===== config.mk =====
export PLATFORM = sky130hd
export DESIGN_NAME = ordered_key_list_flat
export DESIGN_NICKNAME = d
export VERILOG_FILES = /design/src/hw/rtl/okl_pkg.sv /design/src/hw/rtl/okl_ifs.sv /design/src/hw/rtl/okl_ctrl.sv /design/src/hw/rtl/okl_datapath.sv /design/src/hw/rtl/ordered_key_list.sv /design/src/flat_wrapper.sv
export SDC_FILE = /design/constraint.sdc
export NUM_CORES = 2
export LEC_CHECK = 0
export BUFFER_PORTS_ARGS = -buffer_cell sky130_fd_sc_hd__buf_2
export CORE_ASPECT_RATIO = 0.7
export CORE_UTILIZATION = 40
export DETAILED_ROUTE_END_ITERATION = 10
export GPL_TIMING_DRIVEN = 0
export HOLD_SLACK_MARGIN = 0.06
export PLACE_DENSITY = 0.66
export SKIP_CTS_REPAIR_TIMING = 1
export SLEW_MARGIN = 20
export SYNTH_ARGS = -nofsm -noshare
export SYNTH_HDL_FRONTEND = slang
export SYNTH_SLANG_ARGS = --single-unit

===== constraint.sdc =====
create_clock -name clk -period 9.5 [get_ports clk]
set_input_delay 1.9 -clock clk [delete_from_list [all_inputs] [get_ports clk]]
set_output_delay 1.9 -clock clk [all_outputs]
set_load 0.1 [all_outputs]

===== src/hw/rtl/okl_pkg.sv =====
`timescale 1ns / 1ps

package okl_pkg;

    localparam int CAPACITY    = 16;
    localparam int IDX_W       = $clog2(CAPACITY);
    localparam int CNT_W       = $clog2(CAPACITY + 1);
    localparam int KEY_W       = 32;
    localparam int OP_W        = 3;
    localparam int STATUS_W    = 2;
    localparam int POS_W       = 4;
    localparam int COUNT_OUT_W = 5;

    typedef enum logic [OP_W-1:0] {
        OP_INS_ORD   = 3'd0,
        OP_INS_FRONT = 3'd1,
        OP_INS_END   = 3'd2,
        OP_DEL_KEY   = 3'd3,
        OP_DEL_FRONT = 3'd4,
        OP_FIND      = 3'd5
    } op_t;

    typedef enum logic [STATUS_W-1:0] {
        ST_OK        = 2'd0,
        ST_NOT_FOUND = 2'd1,
        ST_FULL      = 2'd2,
        ST_EMPTY     = 2'd3
    } status_t;

    typedef struct packed {
        logic capture;
        logic execute;
    } cmd_t;

    // Report an index modulo the width of the position field.
    function automatic logic [POS_W-1:0] to_pos(input logic [IDX_W-1:0] idx);
        logic [IDX_W+POS_W-1:0] wide;
        wide = {{POS_W{1'b0}}, idx};
        return wide[POS_W-1:0];
    endfunction

    // Report a count modulo the width of the count field.
    function automatic logic [COUNT_OUT_W-1:0] to_count(input logic [CNT_W-1:0] cnt);
        logic [CNT_W+COUNT_OUT_W-1:0] wide;
        wide = {{COUNT_OUT_W{1'b0}}, cnt};
        return wide[COUNT_OUT_W-1:0];
    endfunction

endpackage


===== src/hw/rtl/okl_ifs.sv =====
`timescale 1ns / 1ps

interface okl_req_if;
    logic                                valid;
    logic                                ready;
    logic [okl_pkg::OP_W-1:0]            operation;
    logic signed [okl_pkg::KEY_W-1:0]    key_value;

    modport source (output valid, output operation, output key_value, input ready);
    modport sink   (input valid, input operation, input key_value, output ready);
endinterface

interface okl_rsp_if;
    logic                                valid;
    logic                                ready;
    logic [okl_pkg::STATUS_W-1:0]        status;
    logic [okl_pkg::POS_W-1:0]           position;
    logic [okl_pkg::COUNT_OUT_W-1:0]     entry_count;
    logic signed [okl_pkg::KEY_W-1:0]    front_key;

    modport source (output valid, output status, output position, output entry_count,
                    output front_key, input ready);
    modport sink   (input valid, input status, input position, input entry_count,
                    input front_key, output ready);
endinterface


===== src/hw/rtl/okl_ctrl.sv =====
`timescale 1ns / 1ps

module okl_ctrl
(
    input  logic          clk,
    input  logic          rst_n,
    input  logic          req_valid,
    output logic          req_ready,
    output logic          rsp_valid,
    input  logic          rsp_ready,
    output okl_pkg::cmd_t cmd
);

    typedef enum logic [1:0] {
        S_IDLE = 2'b01,
        S_EXEC = 2'b10
    } state_t;

    state_t state_reg;
    state_t state_next;
    logic   rsp_valid_reg;
    logic   rsp_valid_next;

    assign req_ready   = (state_reg == S_IDLE);
    assign rsp_valid   = rsp_valid_reg;
    assign cmd.capture = req_valid && req_ready;
    // Execute only once the result register is free or being emptied.
    assign cmd.execute = (state_reg == S_EXEC) && (!rsp_valid_reg || rsp_ready);

    always_comb
    begin
        case (state_reg)
            S_IDLE:  state_next = cmd.capture ? S_EXEC : S_IDLE;
            S_EXEC:  state_next = cmd.execute ? S_IDLE : S_EXEC;
            default: state_next = S_IDLE;
        endcase
    end

    always_comb
    begin
        if (cmd.execute)
        begin
            rsp_valid_next = 1'b1;
        end
        else if (rsp_ready)
        begin
            rsp_valid_next = 1'b0;
        end
        else
        begin
            rsp_valid_next = rsp_valid_reg;
        end
    end

    always_ff @(posedge clk or negedge rst_n)
    begin
        if (!rst_n)
        begin
            state_reg     <= S_IDLE;
            rsp_valid_reg <= 1'b0;
        end
        else
        begin
            state_reg     <= state_next;
            rsp_valid_reg <= rsp_valid_next;
        end
    end

    a_no_capture_while_busy: assert property (@(posedge clk) disable iff (!rst_n)
        !(cmd.capture && cmd.execute))
        else $error("capture and execute in the same cycle");

endmodule


===== src/hw/rtl/okl_datapath.sv =====
`timescale 1ns / 1ps

module okl_datapath
(
    input  logic                                clk,
    input  logic                                rst_n,
    input  okl_pkg::cmd_t                       cmd,
    input  logic [okl_pkg::OP_W-1:0]            operation,
    input  logic signed [okl_pkg::KEY_W-1:0]    key_value,
    output logic [okl_pkg::STATUS_W-1:0]        status,
    output logic [okl_pkg::POS_W-1:0]           position,
    output logic [okl_pkg::COUNT_OUT_W-1:0]     entry_count,
    output logic signed [okl_pkg::KEY_W-1:0]    front_key
);

    okl_pkg::op_t                         op_reg;
    logic signed [okl_pkg::KEY_W-1:0]     key_reg;
    logic signed [okl_pkg::KEY_W-1:0]     slot_reg  [okl_pkg::CAPACITY];
    logic signed [okl_pkg::KEY_W-1:0]     slot_next [okl_pkg::CAPACITY];
    logic [okl_pkg::CNT_W-1:0]            count_reg;
    logic [okl_pkg::CNT_W-1:0]            count_next;

    logic [okl_pkg::STATUS_W-1:0]         status_reg;
    logic [okl_pkg::POS_W-1:0]            position_reg;
    logic [okl_pkg::COUNT_OUT_W-1:0]      entry_count_reg;
    logic signed [okl_pkg::KEY_W-1:0]     front_key_reg;

    logic [okl_pkg::CAPACITY-1:0]         gt_vec;
    logic [okl_pkg::CAPACITY-1:0]         eq_vec;
    logic [okl_pkg::IDX_W-1:0]            gt_pos;
    logic [okl_pkg::IDX_W-1:0]            eq_pos;
    logic                                 is_full;
    logic                                 is_empty;
    logic                                 do_ins;
    logic                                 do_del;
    logic [okl_pkg::IDX_W-1:0]            at_idx;
    okl_pkg::status_t                     status_next;
    logic [okl_pkg::IDX_W-1:0]            pos_next;

    assign status      = status_reg;
    assign position    = position_reg;
    assign entry_count = entry_count_reg;
    assign front_key   = front_key_reg;

    assign is_full  = (count_reg == okl_pkg::CNT_W'(okl_pkg::CAPACITY));
    assign is_empty = (count_reg == '0);

    // Compare every occupied cell against the key in parallel.
    always_comb
    begin
        for (int i = 0; i < okl_pkg::CAPACITY; i++)
        begin
            gt_vec[i] = (okl_pkg::CNT_W'(i) < count_reg) && (slot_reg[i] > key_reg);
            eq_vec[i] = (okl_pkg::CNT_W'(i) < count_reg) && (slot_reg[i] == key_reg);
        end
    end

    // First cell from the front wins; insert at the end when none is greater.
    always_comb
    begin
        gt_pos = count_reg[okl_pkg::IDX_W-1:0];
        eq_pos = '0;
        for (int i = okl_pkg::CAPACITY - 1; i >= 0; i--)
        begin
            if (gt_vec[i])
            begin
                gt_pos = okl_pkg::IDX_W'(i);
            end
            if (eq_vec[i])
            begin
                eq_pos = okl_pkg::IDX_W'(i);
            end
        end
    end

    always_comb
    begin
        do_ins      = 1'b0;
        do_del      = 1'b0;
        at_idx      = '0;
        status_next = okl_pkg::ST_OK;
        pos_next    = '0;
        case (op_reg)
            okl_pkg::OP_INS_ORD, okl_pkg::OP_INS_FRONT, okl_pkg::OP_INS_END:
            begin
                if (is_full)
                begin
                    status_next = okl_pkg::ST_FULL;
                end
                else
                begin
                    do_ins = 1'b1;
                    if (op_reg == okl_pkg::OP_INS_ORD)
                    begin
                        at_idx = gt_pos;
                    end
                    else if (op_reg == okl_pkg::OP_INS_END)
                    begin
                        at_idx = count_reg[okl_pkg::IDX_W-1:0];
                    end
                    pos_next = at_idx;
                end
            end
            okl_pkg::OP_DEL_KEY, okl_pkg::OP_FIND:
            begin
                if (is_empty)
                begin
                    status_next = okl_pkg::ST_EMPTY;
                end
                else if (eq_vec == '0)
                begin
                    status_next = okl_pkg::ST_NOT_FOUND;
                end
                else
                begin
                    pos_next = eq_pos;
                    at_idx   = eq_pos;
                    do_del   = (op_reg == okl_pkg::OP_DEL_KEY);
                end
            end
            okl_pkg::OP_DEL_FRONT:
            begin
                if (is_empty)
                begin
                    status_next = okl_pkg::ST_EMPTY;
                end
                else
                begin
                    do_del = 1'b1;
                end
            end
            default:
            begin
                status_next = okl_pkg::ST_OK;
            end
        endcase
    end

    // Shift cells towards the back to open a gap, or towards the front to close one.
    always_comb
    begin
        for (int i = 0; i < okl_pkg::CAPACITY; i++)
        begin
            slot_next[i] = slot_reg[i];
        end
        if (do_ins)
        begin
            if (at_idx == '0)
            begin
                slot_next[0] = key_reg;
            end
            for (int i = 1; i < okl_pkg::CAPACITY; i++)
            begin
                if (okl_pkg::IDX_W'(i) == at_idx)
                begin
                    slot_next[i] = key_reg;
                end
                else if (okl_pkg::IDX_W'(i) > at_idx)
                begin
                    slot_next[i] = slot_reg[i-1];
                end
            end
        end
        else if (do_del)
        begin
            for (int i = 0; i < okl_pkg::CAPACITY - 1; i++)
            begin
                if (okl_pkg::IDX_W'(i) >= at_idx)
                begin
                    slot_next[i] = slot_reg[i+1];
                end
            end
        end
    end

    always_comb
    begin
        if (do_ins)
        begin
            count_next = count_reg + 1'b1;
        end
        else if (do_del)
        begin
            count_next = count_reg - 1'b1;
        end
        else
        begin
            count_next = count_reg;
        end
    end

    always_ff @(posedge clk or negedge rst_n)
    begin
        if (!rst_n)
        begin
            count_reg <= '0;
        end
        else if (cmd.execute)
        begin
            count_reg <= count_next;
        end
    end

    always_ff @(posedge clk)
    begin
        if (cmd.capture)
        begin
            op_reg  <= okl_pkg::op_t'(operation);
            key_reg <= key_value;
        end
        if (cmd.execute)
        begin
            for (int i = 0; i < okl_pkg::CAPACITY; i++)
            begin
                slot_reg[i] <= slot_next[i];
            end
            status_reg      <= status_next;
            position_reg    <= okl_pkg::to_pos(pos_next);
            entry_count_reg <= okl_pkg::to_count(count_next);
            front_key_reg   <= (count_next == '0) ? '0 : slot_next[0];
        end
    end

    a_count_in_range: assert property (@(posedge clk) disable iff (!rst_n)
        count_reg <= okl_pkg::CNT_W'(okl_pkg::CAPACITY))
        else $error("entry count beyond capacity");

    a_count_idle_hold: assert property (@(posedge clk) disable iff (!rst_n)
        !cmd.execute |=> $stable(count_reg))
        else $error("entry count moved without an operation");

    a_insert_grows: assert property (@(posedge clk) disable iff (!rst_n)
        (cmd.execute && do_ins) |=> (count_reg == okl_pkg::CNT_W'($past(count_reg) + 1'b1)))
        else $error("accepted insert did not grow the list by one");

    a_refused_holds: assert property (@(posedge clk) disable iff (!rst_n)
        (cmd.execute && (status_next == okl_pkg::ST_FULL || status_next == okl_pkg::ST_EMPTY
                         || status_next == okl_pkg::ST_NOT_FOUND))
        |=> $stable(count_reg))
        else $error("refused operation changed the list");

endmodule


===== src/hw/rtl/ordered_key_list.sv =====
`timescale 1ns / 1ps

// Ordered list of up to okl_pkg::CAPACITY signed 32-bit keys, held front to back in a
// row of register cells. Each request word carries one operation (insert in order,
// insert at front, insert at end, delete first equal key, delete front, find) and
// yields exactly one response word with status, position, count and front key. A
// request is first registered, then executed: every occupied cell is compared with
// the key in parallel and the cells shift by one place to open or close a gap. A new
// request is taken only after the previous one has executed; one finished response
// may wait in the output register while the next request is taken, and execution
// then holds until that response leaves.
module ordered_key_list
(
    input  logic         clk,
    input  logic         rst_n,
    okl_req_if.sink      req,
    okl_rsp_if.source    rsp
);

    okl_pkg::cmd_t cmd;

    okl_ctrl u_ctrl
    (
        .clk       (clk),
        .rst_n     (rst_n),
        .req_valid (req.valid),
        .req_ready (req.ready),
        .rsp_valid (rsp.valid),
        .rsp_ready (rsp.ready),
        .cmd       (cmd)
    );

    okl_datapath u_datapath
    (
        .clk         (clk),
        .rst_n       (rst_n),
        .cmd         (cmd),
        .operation   (req.operation),
        .key_value   (req.key_value),
        .status      (rsp.status),
        .position    (rsp.position),
        .entry_count (rsp.entry_count),
        .front_key   (rsp.front_key)
    );

endmodule


===== src/flat_wrapper.sv =====
// flat-port wrapper written by rule: the top's interface ports become plain ports
module ordered_key_list_flat 
  (clk, rst_n, req_valid, req_operation, req_key_value, req_ready, rsp_valid, rsp_status, rsp_position, rsp_entry_count, rsp_front_key, rsp_ready);
  okl_req_if req_i ();
  okl_rsp_if rsp_i ();
  input  logic clk;
  input  logic rst_n;
  input wire logic [$bits(req_i.valid)-1:0] req_valid;
  input wire logic [$bits(req_i.operation)-1:0] req_operation;
  input wire logic [$bits(req_i.key_value)-1:0] req_key_value;
  output wire logic [$bits(req_i.ready)-1:0] req_ready;
  output wire logic [$bits(rsp_i.valid)-1:0] rsp_valid;
  output wire logic [$bits(rsp_i.status)-1:0] rsp_status;
  output wire logic [$bits(rsp_i.position)-1:0] rsp_position;
  output wire logic [$bits(rsp_i.entry_count)-1:0] rsp_entry_count;
  output wire logic [$bits(rsp_i.front_key)-1:0] rsp_front_key;
  input wire logic [$bits(rsp_i.ready)-1:0] rsp_ready;
  assign req_i.valid = req_valid;
  assign req_i.operation = req_operation;
  assign req_i.key_value = req_key_value;
  assign req_ready = req_i.ready;
  assign rsp_valid = rsp_i.valid;
  assign rsp_status = rsp_i.status;
  assign rsp_position = rsp_i.position;
  assign rsp_entry_count = rsp_i.entry_count;
  assign rsp_front_key = rsp_i.front_key;
  assign rsp_i.ready = rsp_ready;
  ordered_key_list u_core (.clk(clk), .rst_n(rst_n), .req(req_i), .rsp(rsp_i));
endmodule

==> results.txt <==
The final worst slack is 1.06 ns. The number of cell instances on the worst register-to-register path is 20. In this design, the stage delay of the slowest critical-path cell is ~0.92 ns.

Setup violations remaining at the end of the flow were counted as 0. The cell area after placement came out at approximately 47,000 µm². The total half-perimeter wirelength after legalization and detailed placement is ~180 mm. The post-synthesis net count is approximately 5.0k. The fraction of synthesis flops using an asynchronous set or reset pin came out at under 10%. The total of max-cap violations came out at 0. The setup total negative slack came out at 0 ns. The chip height is between 200 and 300 µm.

At the pin with the least slew margin, the transition time is roughly 1.4 ns. The cell depth of the worst min-delay path is 2. The critical path starts at u_core.u_datapath.key_reg[29]. The pre-antenna-repair detailed-routing pass consisted of 9 iterations.

In this run, CTS created clock tree buffers numbering between 60 and 70. Detailed routing inserted a total of 44.1k vias. The worst clock skew on the final layout is between 0.03 and 0.04 ns. At the end of routability-driven placement, the weighted congestion stood at around 1.1.

The number of core rows is just over 100. Clock-pin slew was measured on the worst setup and hold paths at about 0.06 ns. The net count of the finished layout came out at ~5.2k. The mean area per synthesized cell came out at around 10 µm². Setup repair after global routing left no endpoint under its margin.

The total wirelength of the detailed-routed design is 230 mm. The peak supply drop is between 0.2 and 0.3 mV. The starting density of the core is 40.4%.

The via count of the first global-routing pass is ~39k. The static power due to leakage is between 0.015 and 0.02 µW. In the routed layout, each cell is associated on average with a via count of between 7 and 8. The worst hold path begins at u_core.u_ctrl.rsp_valid. In this run the remaining antenna-violating nets after routing total 0.

The flip-flop count of the largest register, all copies and words added came out at approximately 510. In the global route stage, overall resource usage came out at 39.9%. After layout, the worst path uses approximately 89% of the clock period. The number of standard cells after synthesis came out at 4,423. The count of pins on the block boundary is 84. The maximum number of buffers from clock root to sink is 3. The part of the Yosys area used for sequential elements came out at between 40% and 50%. Entering global routing, the biggest net connects 52 pins. Walking the worst path, the cells encountered are inv_2, ha_1, nand3_1, nor4_1, nand4_1, a21oi_1, or4_1, o211a_2, o21bai_1, nor3_1, nor2_1, o31a_2, buf_4, buf_2, buf_2, nand3_1, nor3_2, buf_4, buf_4, buf_4. Counting flops with a built-in enable in the synthesized netlist gives 590. The data required time at the worst endpoint is about 9.9 ns. The layout cell share with drive strength beyond 1 is between 10% and 20%.

The tightest hold path in the finished design has a slack of between 0.5 and 0.6 ns. The register bit count reported by yosys came out at between 500 and 600. In the routed design, unresolved DRC markers number 0.

The full die area came out at about 110,000 µm². STA classifies the critical path startpoint as a register. The kind of critical path is reg -> reg. The run finished with clean final reports. The relative area change from synthesis to final layout is 13.1%.

The number of hold-slack violations in the final timing report came out at 0. The power density over cell area is about 260 nW/µm². The largest fanout on the critical path came out at 17.

TritonCTS built the clock tree. The worst hold path class is reg -> reg. The source-to-sink clock delay at the later pin of the worst-skew pair came out at between 0.6 and 0.7 ns.

The violation count after the first detailed-route iteration is 7,652. In this run the critical register-to-register path is launched from u_core.u_datapath.key_reg[29]. For this run, the leading register cell type out of synthesis is edfxtp_1. The number of pins with negative max-slew slack in the final report was 0. The post-detailed-route wirelength per cell came out at between 30 and 40 µm. The Yosys step of the flow raised 0 warnings. The total global routing overflow came out at 0. The post-layout instance area came out at 49,800 µm². The number of antenna violations at the first check in global routing came out at 5. The mapped cell area is between 40,000 and 50,000 µm². The max-slew headroom at the worst pin is 8.61%. The sink count of the clock tree is 598. The pre-CTS setup slack is roughly 1.7 ns. The region available for standard cell placement spans approximately 110,000 µm². The wire length of the first global-routing pass came out at slightly above 300 mm. Among all stages on the critical path, the largest delay is contributed by nor4_1.

The number of library cell types mapped by synthesis came out at 100. The number of buffers inserted by port buffering is 83. The minimum clock period came out at around 8.4 ns. The count of H-tree levels built during CTS came out at 3. The width of the chip is between 300 and 400 µm. The cell repeated most along the worst path is buf_4. The arrival time at the worst endpoint came out at 8.83 ns. The endpoint type of the worst setup path is a register. The root buffer cell chosen for the clock tree is clkbuf_16.

The upper clock frequency limit came out at 118 MHz.
==> path summary, 6_finish.rpt <==
path	slack, ns	endpoint
worst min register to register	0.58	u_core.u_ctrl.rsp_valid
worst min-delay path	0.58	u_core.u_ctrl.rsp_valid
worst max-delay path	1.06	u_core.u_datapath.slot_reg[0][45]
worst max register to register	1.06	u_core.u_datapath.slot_reg[0][45]
min in group asynchronous	1.06	u_core.u_ctrl.rsp_valid
max in group asynchronous	8.18	u_core.u_ctrl.state_reg[0]
==> layout make-up <==
| cell class | instances | area (µm²) |
|---|---|---|
| diodes | 11 | 27.5 |
| plain buffers | 374 | 1810 |
| clock buffers | 80 | 1790 |
| clock inverters | 44 | 495 |
| fillers | 10200 | 59000 |
| inverters | 117 | 444 |
| multi-input cells | 3334 | 24000 |
| flip-flops and latches | 598 | 17900 |
| well taps | 1442 | 1800 |
| repair buffers | 134 | 1480 |
==> cell usage in the layout, fill, tap and decap left out, types with 69 or more instances in the layout <==
cell type,netlist,final
buf_2,138,221
a31oi_1,198,198
o22ai_1,69,69
o21ai_0,75,75
a21oi_1,235,232
clkbuf_16,0,70
inv_1,113,79
ha_1,517,517
nand3_1,74,74
nand4_1,257,257
a221o_1,196,196
nand2_1,783,783
clkbuf_1,192,172
o211ai_1,202,202
nor2_1,120,110
edfxtp_1,590,590
==> synthesized netlist by cell type, types with 17 or more instances <==
| cell | instances | area, µm² |
|---|---|---|
| a211oi_1 | 18 | 135 |
| a21o_1 | 54 | 405 |
| a21oi_1 | 235 | 1180 |
| a221o_1 | 196 | 1960 |
| a2bb2oi_2 | 27 | 405 |
| a31oi_1 | 198 | 1240 |
| and4_1 | 17 | 149 |
| buf_2 | 138 | 691 |
| buf_4 | 19 | 143 |
| buf_6 | 17 | 191 |
| clkbuf_1 | 192 | 721 |
| edfxtp_1 | 590 | 17700 |
| ha_1 | 517 | 6470 |
| inv_1 | 113 | 424 |
| mux2_2 | 28 | 315 |
| nand2_1 | 783 | 2940 |
| nand3_1 | 74 | 370 |
| nand4_1 | 257 | 1610 |
| nor2_1 | 120 | 450 |
| nor3_1 | 32 | 160 |
| nor4_1 | 19 | 119 |
| o211ai_1 | 202 | 1520 |
| o21a_1 | 17 | 128 |
| o21ai_0 | 75 | 375 |
| o21ai_1 | 24 | 120 |
| o22ai_1 | 69 | 432 |
| o311ai_1 | 30 | 263 |
| o31ai_1 | 39 | 293 |
| o41a_1 | 59 | 664 |
==> metrics by stage <==
step	total power, µW	utilization [%]	cells
2_1_floorplan	7160	-	4423
3_3_place_gp	9390	42.5	5948
3_5_place_dp	9680	43.6	5999
4_1_cts	12500	45.7	6123
5_1_grt	13200	45.7	6123
6_report	13000	45.8	6134
==> where the power goes <==
part | internal [µW] | total (µW) | leakage (µW) | switching [µW]
Clock | 1630 | 2870 | 0.00111 | 1240
Combinational | 1740 | 6240 | 0.0119 | 4510
Sequential | 3430 | 3850 | 0.00550 | 410
==> worst max-delay path, delay by kind of cell (launching register included) <==
kind                     cells  cell delay [ns]
adder cells (fa/ha/maj)      1             0.49
flip-flops                   1             0.71
buffers and inverters        7             2.20
AO/OA/AOI/OAI                4             1.20
AND/OR/NAND/NOR              8             3.51
==> routing by layer <==
metal  wire length [µm]  up-vias  track usage, %  share of wire, %
li1                   -    18100               -                 -
met1              94000    21400            57.6                41
met2              77900     4152            45.9                34
met3              47100      487            23.6                20
met4              10600        6            16.5               4.6
met5                107        -           0.610             0.047
==> cell families (layout without fill, tap and decap cells) <==
logic type	count (synthesis)	after routing	share of synthesized area (%)
compound gates	1362	1362	23.2
xor+xnor	5	5	0.0995
fa+ha+maj	517	517	14.7
buf+inv	491	749	5.04
flops	598	598	40.7
mux	45	45	1.13
other cells	0	11	0
simple gates	1405	1405	15.1
Note: power is estimated with default switching activity, not from simulation.
